### src/rtl/core/yrgb_pkg.sv
// ----------------------------------------------------------------------------
// yrgb_pkg
// Shared types and constants for the YUYV 4:2:2 to RGB888 converter.
// ----------------------------------------------------------------------------
package yrgb_pkg;

  // Q16 conversion coefficients.
  localparam int unsigned CoefW = 17;
  localparam logic [CoefW-1:0] COEF_R_V = 17'd89830;
  localparam logic [CoefW-1:0] COEF_G_V = 17'd45744;
  localparam logic [CoefW-1:0] COEF_G_U = 17'd22127;
  localparam logic [CoefW-1:0] COEF_B_U = 17'd113537;

  // Output scale of 220/256.
  localparam logic [7:0] SCALE_NUM = 8'd220;

  // Widths of the chroma products and the per-channel sums.
  localparam int unsigned ProdW = 25;
  localparam int unsigned SumW  = 27;

  typedef logic signed [ProdW-1:0] prod_t;
  typedef logic signed [SumW-1:0]  sum_t;

  typedef struct packed {
    logic [7:0] luma_first;
    logic [7:0] chroma_blue;
    logic [7:0] luma_second;
    logic [7:0] chroma_red;
    logic       frame_end_in;
  } yuyv_word_t;

  typedef struct packed {
    logic [7:0] red_first;
    logic [7:0] green_first;
    logic [7:0] blue_first;
    logic [7:0] red_second;
    logic [7:0] green_second;
    logic [7:0] blue_second;
    logic       frame_end_out;
  } rgb_pair_t;

  // Load enables for the clamp and scale stages of one pixel.
  typedef struct packed {
    logic clamp_ld;
    logic scale_ld;
  } tail_en_t;

endpackage

### src/rtl/core/yuyv422_to_rgb888_converter.sv
// ----------------------------------------------------------------------------
// yuyv422_to_rgb888_converter
// Converts one packed YUYV 4:2:2 word into two RGB888 pixels per word.
// ----------------------------------------------------------------------------
// The block takes one YUYV word per clock while in_ready is high and returns
// the matching pixel pairs in order. The four register stages
// are: chroma products with Q16 coefficients, per-channel sums with the luma,
// clamp to 0..255, and the 220/256 scale, which is the output register. Each
// stage holds its word only while the stage after it is full and stalled, so
// a stalled output lets earlier stages fill and in_ready drops only when all
// four stages hold words. The frame-end flag travels with its word.
module yuyv422_to_rgb888_converter (
  input  logic                 clk,
  input  logic                 rst_n,
  input  logic                 in_valid,
  output logic                 in_ready,
  input  yrgb_pkg::yuyv_word_t in_data,
  output logic                 out_valid,
  input  logic                 out_ready,
  output yrgb_pkg::rgb_pair_t  out_data
);

  // Pipeline control.
  logic v1_r, v2_r, v3_r, v4_r;
  logic rdy1, rdy2, rdy3, rdy4;

  assign rdy4 = !v4_r || out_ready;
  assign rdy3 = !v3_r || rdy4;
  assign rdy2 = !v2_r || rdy3;
  assign rdy1 = !v1_r || rdy2;

  always_ff @(posedge clk) begin
    if (!rst_n) begin
      v1_r <= 1'b0;
      v2_r <= 1'b0;
      v3_r <= 1'b0;
      v4_r <= 1'b0;
    end else begin
      if (rdy1) v1_r <= in_valid;
      if (rdy2) v2_r <= v1_r;
      if (rdy3) v3_r <= v2_r;
      if (rdy4) v4_r <= v3_r;
    end
  end

  // Stage 1: chroma products. Flipping the top bit gives the byte minus 128.
  logic signed [7:0] cb_s, cr_s;
  yrgb_pkg::prod_t   p_rv_nxt, p_gv_nxt, p_gu_nxt, p_bu_nxt;
  yrgb_pkg::prod_t   p_rv_r, p_gv_r, p_gu_r, p_bu_r;
  logic [7:0]        y0_r, y1_r;
  logic              fe1_r;

  always_comb begin
    cb_s     = $signed(in_data.chroma_blue ^ 8'h80);
    cr_s     = $signed(in_data.chroma_red  ^ 8'h80);
    p_rv_nxt = $signed({1'b0, yrgb_pkg::COEF_R_V}) * cr_s;
    p_gv_nxt = $signed({1'b0, yrgb_pkg::COEF_G_V}) * cr_s;
    p_gu_nxt = $signed({1'b0, yrgb_pkg::COEF_G_U}) * cb_s;
    p_bu_nxt = $signed({1'b0, yrgb_pkg::COEF_B_U}) * cb_s;
  end

  always_ff @(posedge clk) begin
    if (rdy1) begin
      p_rv_r <= p_rv_nxt;
      p_gv_r <= p_gv_nxt;
      p_gu_r <= p_gu_nxt;
      p_bu_r <= p_bu_nxt;
      y0_r   <= in_data.luma_first;
      y1_r   <= in_data.luma_second;
      fe1_r  <= in_data.frame_end_in;
    end
  end

  // Stage 2: luma at Q16 plus or minus the chroma terms.
  yrgb_pkg::sum_t rv_x, gv_x, gu_x, bu_x, base0, base1;
  yrgb_pkg::sum_t r0_nxt, g0_nxt, b0_nxt, r1_nxt, g1_nxt, b1_nxt;
  yrgb_pkg::sum_t r0_r, g0_r, b0_r, r1_r, g1_r, b1_r;
  logic           fe2_r;

  always_comb begin
    rv_x   = {{2{p_rv_r[yrgb_pkg::ProdW-1]}}, p_rv_r};
    gv_x   = {{2{p_gv_r[yrgb_pkg::ProdW-1]}}, p_gv_r};
    gu_x   = {{2{p_gu_r[yrgb_pkg::ProdW-1]}}, p_gu_r};
    bu_x   = {{2{p_bu_r[yrgb_pkg::ProdW-1]}}, p_bu_r};
    base0  = $signed({3'b000, y0_r, 16'h0000});
    base1  = $signed({3'b000, y1_r, 16'h0000});
    r0_nxt = base0 + rv_x;
    g0_nxt = base0 - gv_x - gu_x;
    b0_nxt = base0 + bu_x;
    r1_nxt = base1 + rv_x;
    g1_nxt = base1 - gv_x - gu_x;
    b1_nxt = base1 + bu_x;
  end

  always_ff @(posedge clk) begin
    if (rdy2) begin
      r0_r  <= r0_nxt;
      g0_r  <= g0_nxt;
      b0_r  <= b0_nxt;
      r1_r  <= r1_nxt;
      g1_r  <= g1_nxt;
      b1_r  <= b1_nxt;
      fe2_r <= fe1_r;
    end
  end

  // Stages 3 and 4: clamp and scale, one tail per pixel.
  yrgb_pkg::tail_en_t tail_en;
  logic               fe3_r, fe4_r;

  assign tail_en.clamp_ld = rdy3;
  assign tail_en.scale_ld = rdy4;

  always_ff @(posedge clk) begin
    if (rdy3) fe3_r <= fe2_r;
    if (rdy4) fe4_r <= fe3_r;
  end

  yrgb_pix_tail u_tail_first (
    .clk       (clk),
    .en        (tail_en),
    .red_sum   (r0_r),
    .green_sum (g0_r),
    .blue_sum  (b0_r),
    .red       (out_data.red_first),
    .green     (out_data.green_first),
    .blue      (out_data.blue_first)
  );

  yrgb_pix_tail u_tail_second (
    .clk       (clk),
    .en        (tail_en),
    .red_sum   (r1_r),
    .green_sum (g1_r),
    .blue_sum  (b1_r),
    .red       (out_data.red_second),
    .green     (out_data.green_second),
    .blue      (out_data.blue_second)
  );

  assign out_data.frame_end_out = fe4_r;
  assign out_valid              = v4_r;
  assign in_ready               = rdy1;

`ifndef SYNTH
  // Back-pressure reaches the input only when every stage holds a word.
  a_full_when_blocked: assert property (@(posedge clk) disable iff (!rst_n)
    !in_ready |-> (v1_r && v2_r && v3_r && v4_r && !out_ready))
    else $error("input stalled while the pipeline has a free stage");

  // A word appears in stage two only if stage one held one.
  a_no_invented_word: assert property (@(posedge clk) disable iff (!rst_n)
    (v2_r && !$past(v2_r)) |-> $past(v1_r))
    else $error("stage two became valid from an empty stage one");

  // Scaled channels never exceed 219.
  a_scaled_range: assert property (@(posedge clk) disable iff (!rst_n)
    out_valid |-> (out_data.red_first <= 8'd219 && out_data.green_first <= 8'd219 &&
                   out_data.blue_first <= 8'd219 && out_data.red_second <= 8'd219 &&
                   out_data.green_second <= 8'd219 && out_data.blue_second <= 8'd219))
    else $error("scaled channel above 219");
`endif

endmodule

### src/rtl/core/yrgb_pix_tail.sv
// ----------------------------------------------------------------------------
// yrgb_pix_tail
// Clamp and scale stages for one RGB pixel: saturate each Q16 sum to 0..255,
// then scale by 220/256 with truncation.
// ----------------------------------------------------------------------------
module yrgb_pix_tail (
  input  logic               clk,
  input  yrgb_pkg::tail_en_t en,
  input  yrgb_pkg::sum_t     red_sum,
  input  yrgb_pkg::sum_t     green_sum,
  input  yrgb_pkg::sum_t     blue_sum,
  output logic [7:0]         red,
  output logic [7:0]         green,
  output logic [7:0]         blue
);

  logic [7:0]  red_c_r,   green_c_r,   blue_c_r;
  logic [7:0]  red_c_nxt, green_c_nxt, blue_c_nxt;
  logic [15:0] red_p,     green_p,     blue_p;
  logic [7:0]  red_r,     green_r,     blue_r;

  // A negative sum goes to zero; anything at or above 256.0 saturates.
  function automatic logic [7:0] clamp8(yrgb_pkg::sum_t acc);
    logic [7:0] c;
    if (acc[yrgb_pkg::SumW-1]) begin
      c = 8'd0;
    end else if (|acc[yrgb_pkg::SumW-2:24]) begin
      c = 8'd255;
    end else begin
      c = acc[23:16];
    end
    return c;
  endfunction

  always_comb begin
    red_c_nxt   = clamp8(red_sum);
    green_c_nxt = clamp8(green_sum);
    blue_c_nxt  = clamp8(blue_sum);
    red_p       = 16'(red_c_r)   * 16'(yrgb_pkg::SCALE_NUM);
    green_p     = 16'(green_c_r) * 16'(yrgb_pkg::SCALE_NUM);
    blue_p      = 16'(blue_c_r)  * 16'(yrgb_pkg::SCALE_NUM);
  end

  always_ff @(posedge clk) begin
    if (en.clamp_ld) begin
      red_c_r   <= red_c_nxt;
      green_c_r <= green_c_nxt;
      blue_c_r  <= blue_c_nxt;
    end
    if (en.scale_ld) begin
      red_r   <= red_p[15:8];
      green_r <= green_p[15:8];
      blue_r  <= blue_p[15:8];
    end
  end

  assign red   = red_r;
  assign green = green_r;
  assign blue  = blue_r;

endmodule

### config.mk
export PLATFORM = sky130hd
export DESIGN_NAME = yuyv422_to_rgb888_converter
export DESIGN_NICKNAME = d
export VERILOG_FILES = /design/src/rtl/core/yrgb_pkg.sv /design/src/rtl/core/yuyv422_to_rgb888_converter.sv /design/src/rtl/core/yrgb_pix_tail.sv
export SDC_FILE = /design/constraint.sdc
export NUM_CORES = 1
export LEC_CHECK = 0
export BUFFER_PORTS_ARGS = -buffer_cell sky130_fd_sc_hd__buf_2
export CORE_MARGIN = 2
export CORE_UTILIZATION = 64
export CTS_CLUSTER_DIAMETER = 150
export DETAILED_ROUTE_END_ITERATION = 10
export PLACE_DENSITY = 0.82
export SYNTH_ARGS = -nofsm -noshare
export SYNTH_HDL_FRONTEND = slang
export SYNTH_SLANG_ARGS = --single-unit
### constraint.sdc
create_clock -name clk -period 5.24 [get_ports clk]
set_input_delay 0.262 -clock clk [delete_from_list [all_inputs] [get_ports clk]]
set_output_delay 0.262 -clock clk [all_outputs]
set_load 0.005 [all_outputs]
* Word level (Yosys, flattened, before mapping) *
Index checks and enable logic that the tools add are counted.

operators by class
  $add $sub $neg = 8
  multiply operators = 10
  muxes and demuxes = 6
  bitwise gates (word level) = 2
  reductions and logical operators = 14

operators by type and width
  operator                                                             number
  25-bit by 25-bit adder with 26-bit output                            4
  8-bit by 6-bit multiplier with 14-bit output, second input constant  6
  26-bit by 24-bit subtractor with 27-bit output                       2
  25-bit by 25-bit subtractor with 26-bit output                       2
  8-bit 2-to-1 mux                                                     6
  18-bit by 8-bit multiplier with 25-bit output, first input constant  1
  16-bit by 8-bit multiplier with 24-bit output, first input constant  1
  17-bit by 8-bit multiplier with 24-bit output, first input constant  1
  13-bit by 8-bit multiplier with 21-bit output, first input constant  1
  2-bit OR reduction                                                   6
  1-bit logical NOT                                                    4
  1-bit logical OR                                                     4
  1-bit NOT                                                            2

storage, ports and cells
  register bits after elaboration = 376
  bits of input ports = 37
  output and inout bits = 51
  word-level logic and storage cells = 72

* Depth between registers and ports, before layout *
Gate-level depths: netlist of run 1.

  depth in word-level cells = 5
  mapped depth = 18
  depth with buffers taken out = 18

* Hierarchy *
From an unflattened synthesis of run 1, not the netlist that was laid out.

unflattened totals
  cells, all modules = 2466
  area total of the unflattened synthesis = 27461.3 um^2

modules (own cells, without submodules)
  module                          times used  cells each  area each (um^2)  seq. area each (um^2)
  yuyv422_to_rgb888_converter     1           1553        17878.4           6626.4
  yrgb_pix_tail at u_tail_first   1           465         4840.9            1441.4
  yrgb_pix_tail at u_tail_second  1           448         4742.0            1441.4

* Least setup slack after synthesis of run 1 *
Ideal clock, no wire load.

  path kind = input-to-reg
  start point = in in_data[23] in the netlist's numbering
  end point = reg p_bu_r[23] (data pin)
  setup time = 0.260 ns
  arrival = 4.417 ns
  required time = 4.980 ns
  path slack = 0.563 ns
  stages = 17
  buffers on the path = 0
  cells stage by stage = inv_1 -> fa_1 -> inv_1 -> fa_1 -> fa_1 -> inv_1 -> fa_1 -> inv_1 -> ha_1 -> o211a_1 -> a221oi_1 -> o21ai_1 -> a211oi_2 -> a221oi_2 -> o21a_1 -> nor2_1 -> xor2_1

between the ends
  longest elaborated chain between the ends = 1

ends and longest elaborated chain
  item                                           RTL line                           RTL
  start, declared                                yuyv422_to_rgb888_converter.sv:17  input yrgb_pkg::yuyv_word_t in_data,
  18-bit by 8-bit multiplier with 25-bit output  yuyv422_to_rgb888_converter.sv:59  p_bu_nxt = $signed({1'b0, yrgb_pkg::COEF_B_U}) * cb_s;
  net p_bu_nxt[23]                               yuyv422_to_rgb888_converter.sv:48  yrgb_pkg::prod_t p_rv_nxt, p_gv_nxt, p_gu_nxt, p_bu_nxt;
  end signal, assigned                           yuyv422_to_rgb888_converter.sv:67  p_bu_r <= p_bu_nxt;
  end, declared                                  yuyv422_to_rgb888_converter.sv:49  yrgb_pkg::prod_t p_rv_r, p_gv_r, p_gu_r, p_bu_r;

The timed path passes the listed nets, and every way through them passes these cells.
A chain may end at the register's enable or synchronous reset.

* Final worst setup path of run 1 *
Same ends and word-level chain as after synthesis.

==> impl_metrics.json, run 1 <==
{
  "status": "finished clean",
  "maxSlewHeadroom": 0.250,
  "final.setup.tns_ns": 0,
  "yosys_warnings": 0,
  "required_ns": 5.53,
  "crit_type": "primary input to register",
  "wire_per_inst_um": 17.0,
  "synth.distinct_cells": 69,
  "fillers": 2572,
  "rows": 70,
  "final-setup-viol-count": 0,
  "core-area_sq_um": 36700,
  "hold_class": "primary input to register",
  "finalNetCount": 3010,
  "io_pins": 88,
  "drcViolationCount": 0,
  "syn_area_sq_um": 23900,
  "arrival_ns": 4.75,
  "muxShareOfSynthArea": 0.00126,
  "ant_nets": 0,
  "drive_above_1_share": 0.0715,
  "dr.pass1.iters": 5,
  "synth_top_family_by_area": "adder cells",
  "synth_nets": 2881,
  "crit_fanout": 7,
  "post_cts_buffers": 0,
  "setup_ws_ns": 0.779,
  "drv_cap": 0,
  "grt_usage": 0.257,
  "die_h_um": 197,
  "overflow": 0,
  "synthXorXnorAreaFrac": 0.0437,
  "final-hold-violation-count": 0,
  "syn_avg_cell_area_sq_um": 10.9,
  "clock_path_buffers": 3,
  "min_path_cells": 1,
  "cts_sinks": 245,
  "cts_tree": "built",
  "place_hpwl_mm": 38.2,
  "grt_pass1_wl_mm": 79.6,
  "cts_root_buffer": "clkbuf_16",
  "diodes": 0,
  "endpoint_kind": "register",
  "wl_mm": 47.8,
  "start_util": 0.650,
  "cts_htree_levels": 1,
  "antenna_found_initial": 0,
  "rsz0062_at_grt": "false",
  "ys_seq_area_frac": 0.307,
  "whs_ns": 0.0996,
  "finClkSkew_ns": 0.0139,
  "synth_edf_count": 241,
  "grt_max_degree": 64,
  "min_period_ns": 4.46,
  "dieArea_sq_um": 38800,
  "cp-start-kind": "primary input",
  "reg2regPathDepth": 12,
  "fp.dieW_um": 197,
  "post-place-ws_ns": 0.255,
  "place_congestion": 0.936,
  "grt_pass1_vias": 16500,
  "viasPerCell": 5.57,
  "synth_compound_area_frac": 0.0829,
  "numCtsBuffers": 27,
  "synth_ff_type": "edfxtp_1",
  "ys_seq_elements": 245,
  "synthAdderAreaFrac": 0.414,
  "max_freq_mhz": 224,
  "slew_viol_final": 0,
  "routed-via-count": 15600,
  "synth-simple-area-share": 0.0731,
  "syn2layout_area_growth_pct": 9.17,
  "post-route-period-util": 0.851,
  "synthArstFlopShare": 0,
  "syn_inst": 2188,
  "clkTransAtPathRegs_ns": 0.06,
  "tightestPinTransition_ns": 1.12,
  "port_buffers": 87,
  "drt-initial-drc-count": 813,
  "r2r_slack_ns": 1.21,
  "clock_latency_ns": 0.55
}
[synthesized netlist by cell type (14+ instances only)]
cell | number | area (sq um)
a21o_1 | 29 | 218
fa_1 | 222 | 4440
nor2b_1 | 31 | 194
nor3_1 | 39 | 195
edfxtp_1 | 241 | 7240
nor2_1 | 195 | 732
nand2_1 | 39 | 146
a21oi_1 | 86 | 430
o21ai_0 | 20 | 100
inv_1 | 481 | 1810
nand3_1 | 16 | 80.1
o21a_1 | 25 | 188
ha_1 | 434 | 5430
o21bai_1 | 14 | 105
xor2_1 | 33 | 289
xnor2_1 | 86 | 753
o21ai_1 | 29 | 145
[stage by stage]
stage          cells  utilization  cell area [sq um]
6_report        2805        0.710              26000
5_1_grt         2805        0.710              26000
4_1_cts         2805        0.710              26000
2_1_floorplan   2188            -              23900
3_5_place_dp    2736        0.678              24900
3_3_place_gp    2736        0.678              24900
[cell usage in the layout (no fill, tap or decap), drive strengths merged, types with 5 or more instances in the layout]
cell / instances
clkinv: 7
nand2b: 13
a31oi: 13
nor2: 195
o21a: 25
a21oi: 88
buf: 95
nor3: 40
a41o: 6
nand3: 16
ha: 434
nand2: 39
nor3b: 5
o21bai: 15
a21o: 29
bufinv: 6
clkbuf: 33
xor2: 33
inv: 486
dlygate4sd3: 20
o31ai: 5
o21ai: 50
or2: 7
edfxtp: 241
and3: 11
xnor2: 86
or3: 6
nor2b: 31
a211oi: 12
a21boi: 8
fa: 222
[critical path, stage by stage]
cell and delay [ns]:
buf_2 0.14, inv_1 0.21, fa_1 0.47, inv_1 0.11
fa_1 0.51, fa_1 0.56, inv_1 0.05, fa_1 0.53
inv_1 0.04, ha_1 0.30, o211a_1 0.23, a221oi_1 0.26
o21ai_1 0.21, a211oi_2 0.31, a221oi_2 0.14, o21a_1 0.21
nor2_1 0.12, xor2_1 0.08
[cells by family after synthesis]
kind of cell    count (synthesis)
fa+ha+maj                     656
simple gates                  379
buf+inv                       498
xor+xnor                      119
flops                         245
mux                             3
compound gates                288
[registers in the layout (all words and copies together), names as in the netlist, 10 cells and up]
register	cells
b0_r	10
p_gv_r	21
b1_r	10
r1_r	10
p_gu_r	24
r0_r	10
g0_r	11
g1_r	11
[what timing repair did]
item	CTS	global route
hold buffers	20	0
hold endpoints to repair	21	0
resized for setup	0	0
[layout make-up]
cell class | instances | area [sq um] | share of cell area
Tap cell | 468 | 586 | 0.0225
Sequential cell | 245 | 7320 | 0.281
Inverter | 483 | 1810 | 0.0696
Multi-Input combinational cell | 1445 | 14700 | 0.564
Clock inverter | 16 | 248 | 0.00951
Clock buffer | 33 | 708 | 0.0272
Timing Repair Buffer | 115 | 696 | 0.0267
[path summary, 6_finish.rpt]
check | from | endpoint
min reg2reg | fe1_r | fe2_r
min | in_data[17] | p_gu_r[0]
max | in_data[23] | p_bu_r[23]
max reg2reg | u_tail_second.blue_c_r[4] | u_tail_second.blue[7]
[routing by layer]
metal	track usage	part of all wire
met5	0	0
met1	0.323	0.42
met4	0.0877	0.038
met2	0.464	0.50
met3	0.0295	0.039
Power of run 1 is left out: the tool's default activity adds up to more than one toggle a clock period on the data nets, which glitch-free logic cannot reach.
==> inputs of run 2 (changes only) <==
--- a/config.mk
+++ b/config.mk
@@ -5,12 +5,13 @@
 export SDC_FILE = /design/constraint.sdc
 export NUM_CORES = 1
 export LEC_CHECK = 0
-export BUFFER_PORTS_ARGS = -buffer_cell sky130_fd_sc_hd__buf_2
+export ABC_AREA = 1
+export BUFFER_PORTS_ARGS = -buffer_cell sky130_fd_sc_hd__buf_4
 export CORE_MARGIN = 2
-export CORE_UTILIZATION = 64
+export CORE_UTILIZATION = 65
 export CTS_CLUSTER_DIAMETER = 150
 export DETAILED_ROUTE_END_ITERATION = 10
-export PLACE_DENSITY = 0.82
+export PLACE_DENSITY = 0.83
 export SYNTH_ARGS = -nofsm -noshare
 export SYNTH_HDL_FRONTEND = slang
 export SYNTH_SLANG_ARGS = --single-unit
==> impl_metrics.json, run 2 <==
{
  "core-area_sq_um": 41000,
  "final-setup-viol-count": 0,
  "overflow": 0,
  "ys_seq_area_frac": 0.269,
  "endpoint_kind": "register",
  "arrival_ns": 4.53,
  "max_freq_mhz": 238,
  "ctsResizeCount": 0,
  "synthTopCellsByCount": "inv_1 (778), nand2_1 (641), ha_1 (434)",
  "reg.largest.list": "p_gu_r (24), p_gv_r (21)",
  "clock_path_buffers": 3,
  "viasPerCell": 5.43,
  "slew_viol_final": 0,
  "grt_max_degree": 56,
  "synth_nets": 3865,
  "grt_pass1_wl_mm": 105,
  "cts_tree": "built",
  "hold_start": "in_data[1]",
  "tightestPinTransition_ns": 1.04,
  "maxSlewHeadroom": 0.304,
  "wl_mm": 63.6,
  "synth.area.top_cells": "edfxtp_1 (27%), ha_1 (20%), fa_1 (16%)",
  "place_congestion": 1.01,
  "met3WireLength_mm": 3.13,
  "ant_nets": 0,
  "wl_met2_mm": 31.4,
  "drt-initial-drc-count": 1473,
  "wire_per_inst_um": 16.5,
  "drv_cap": 0,
  "final-hold-violation-count": 0,
  "dp_cells": 3784,
  "finClkSkew_ns": 0.0158,
  "cts_root_buffer": "clkbuf_16",
  "post-route-period-util": 0.801,
  "final_common_cell": "inv_1",
  "wl_met1_mm": 26.8,
  "dr.pass1.iters": 5,
  "grt_pass1_vias": 21600,
  "reg2reg_from": "u_tail_first.red_c_r[5]",
  "largest_register_ffs": 24,
  "yosys_warnings": 0,
  "fp.dieW_um": 208,
  "crit_type": "primary input to register",
  "syn_inst": 3172,
  "die_h_um": 208,
  "dieArea_sq_um": 43500,
  "finalNetCount": 3996,
  "ys_seq_elements": 245,
  "startpoint": "in_data[17]",
  "min_period_ns": 4.20,
  "drcViolationCount": 0,
  "status": "finished clean",
  "required_ns": 5.57,
  "port_buffers": 87,
  "start_util": 0.663,
  "hold_class": "primary input to register",
  "final.setup.tns_ns": 0,
  "grt_usage": 0.299,
  "synth_most_common_cell": "inv_1",
  "diodes": 0,
  "clkTransAtPathRegs_ns": 0.06,
  "fin_cells": 3856,
  "syn2layout_area_growth_pct": 9.13,
  "syn_area_sq_um": 27200,
  "synth.distinct_cells": 38,
  "numCtsBuffers": 29,
  "cp-start-kind": "primary input",
  "cts_htree_levels": 1,
  "synth_top_area_share": 0.266,
  "yosysTopAreaCell": "edfxtp_1",
  "synth_ff_type": "edfxtp_1",
  "clock_latency_ns": 0.59,
  "io_pins": 88,
  "rows": 74,
  "place_hpwl_mm": 53.5,
  "crit_fanout": 7,
  "mostFrequentLayoutCells": "inv_1 (775), nand2_1 (640), ha_1 (434)",
  "syn_avg_cell_area_sq_um": 8.57,
  "antenna_found_initial": 0,
  "largest-register": "p_gu_r",
  "top_layer": "met4",
  "drive_above_1_share": 0.0539,
  "synth_edf_count": 241,
  "cts_sinks": 245,
  "synthArstFlopShare": 0,
  "rsz0062_at_grt": "false",
  "routed-via-count": 21000
}
## run 2: cell types whose count changed after synthesis, sizes merged, moves of 15 or more
| cell | delta |
|---|---|
| a21o | -20 |
| o21a | -19 |
| nand4 | +30 |
| xor2 | +36 |
| nand2 | +613 |
| nand3 | +124 |
| nor2b | -31 |
| xnor2 | -57 |
| a21oi | +77 |
| o21bai | +15 |
| nor2 | +26 |
| inv | +298 |
## run 2: per-layer routing
metal / vias to the layer above / GRT usage
li1: 10300 / -
met1: 9938 / 0.379
met2: 603 / 0.531
met3: 147 / 0.0326
met4: 0 / 0.104
met5: - / 0
## run 2: critical path, stage by stage
cell	delay (ns)
dlygate4sd3_1	0.53
buf_4	0.18
ha_1	0.42
inv_1	0.25
fa_1	0.54
inv_1	0.05
fa_1	0.48
inv_1	0.06
fa_1	0.53
inv_1	0.04
ha_1	0.33
a21oi_1	0.26
o21ai_0	0.16
o21ai_0	0.25
nand2_1	0.08
nand2_1	0.06
nand2_1	0.05
## run 2: repair_timing
item                      in CTS  in global routing
setup buffers                  0                  0
hold buffers                  20                  0
hold endpoints to repair      21                  0
## run 2: logic make-up after synthesis
family	count (synthesis)	share of synthesized area
AO/OA/AOI/OAI	277	0.0569
XOR/XNOR	98	0.0316
adder cells (fa/ha/maj)	656	0.363
buffers and inverters	792	0.110
flip-flops	245	0.269
AND/OR/NAND/NOR	1104	0.169
## run 2: worst paths after layout
check | end | slack, ns | cells past startpoint
max | p_bu_r[23] | 1.04 | 17
min | p_gv_r[4] | 0.02 | 1
max reg2reg | u_tail_first.red[6] | 1.57 | 13
min reg2reg | fe3_r | 0.42 | 0
## run 2: metrics by stage
step / setup slack [ns] / cell area, sq um / utilization / hold WS, ns
global placement: 0.888 / 28500 / 0.695 / 0.406
CTS: 1.10 / 29700 / 0.723 / 0.00199
floorplan: 0.336 / 27200 / - / 0.361
detailed placement: 0.808 / 28500 / 0.695 / 0.410
global route: 0.818 / 29700 / 0.723 / 0.0154
finish: 1.04 / 29700 / 0.723 / 0.0188
## run 2: cell type report
class | count | area (sq um)
Clock buffer | 34 | 744
Clock inverter | 18 | 226
Fill cell | 3059 | 11400
Inverter | 781 | 2930
Multi-Input combinational cell | 2135 | 16900
Sequential cell | 245 | 7320
Tap cell | 532 | 666
Timing Repair Buffer | 111 | 883
Power of run 2 is left out for the same reason.
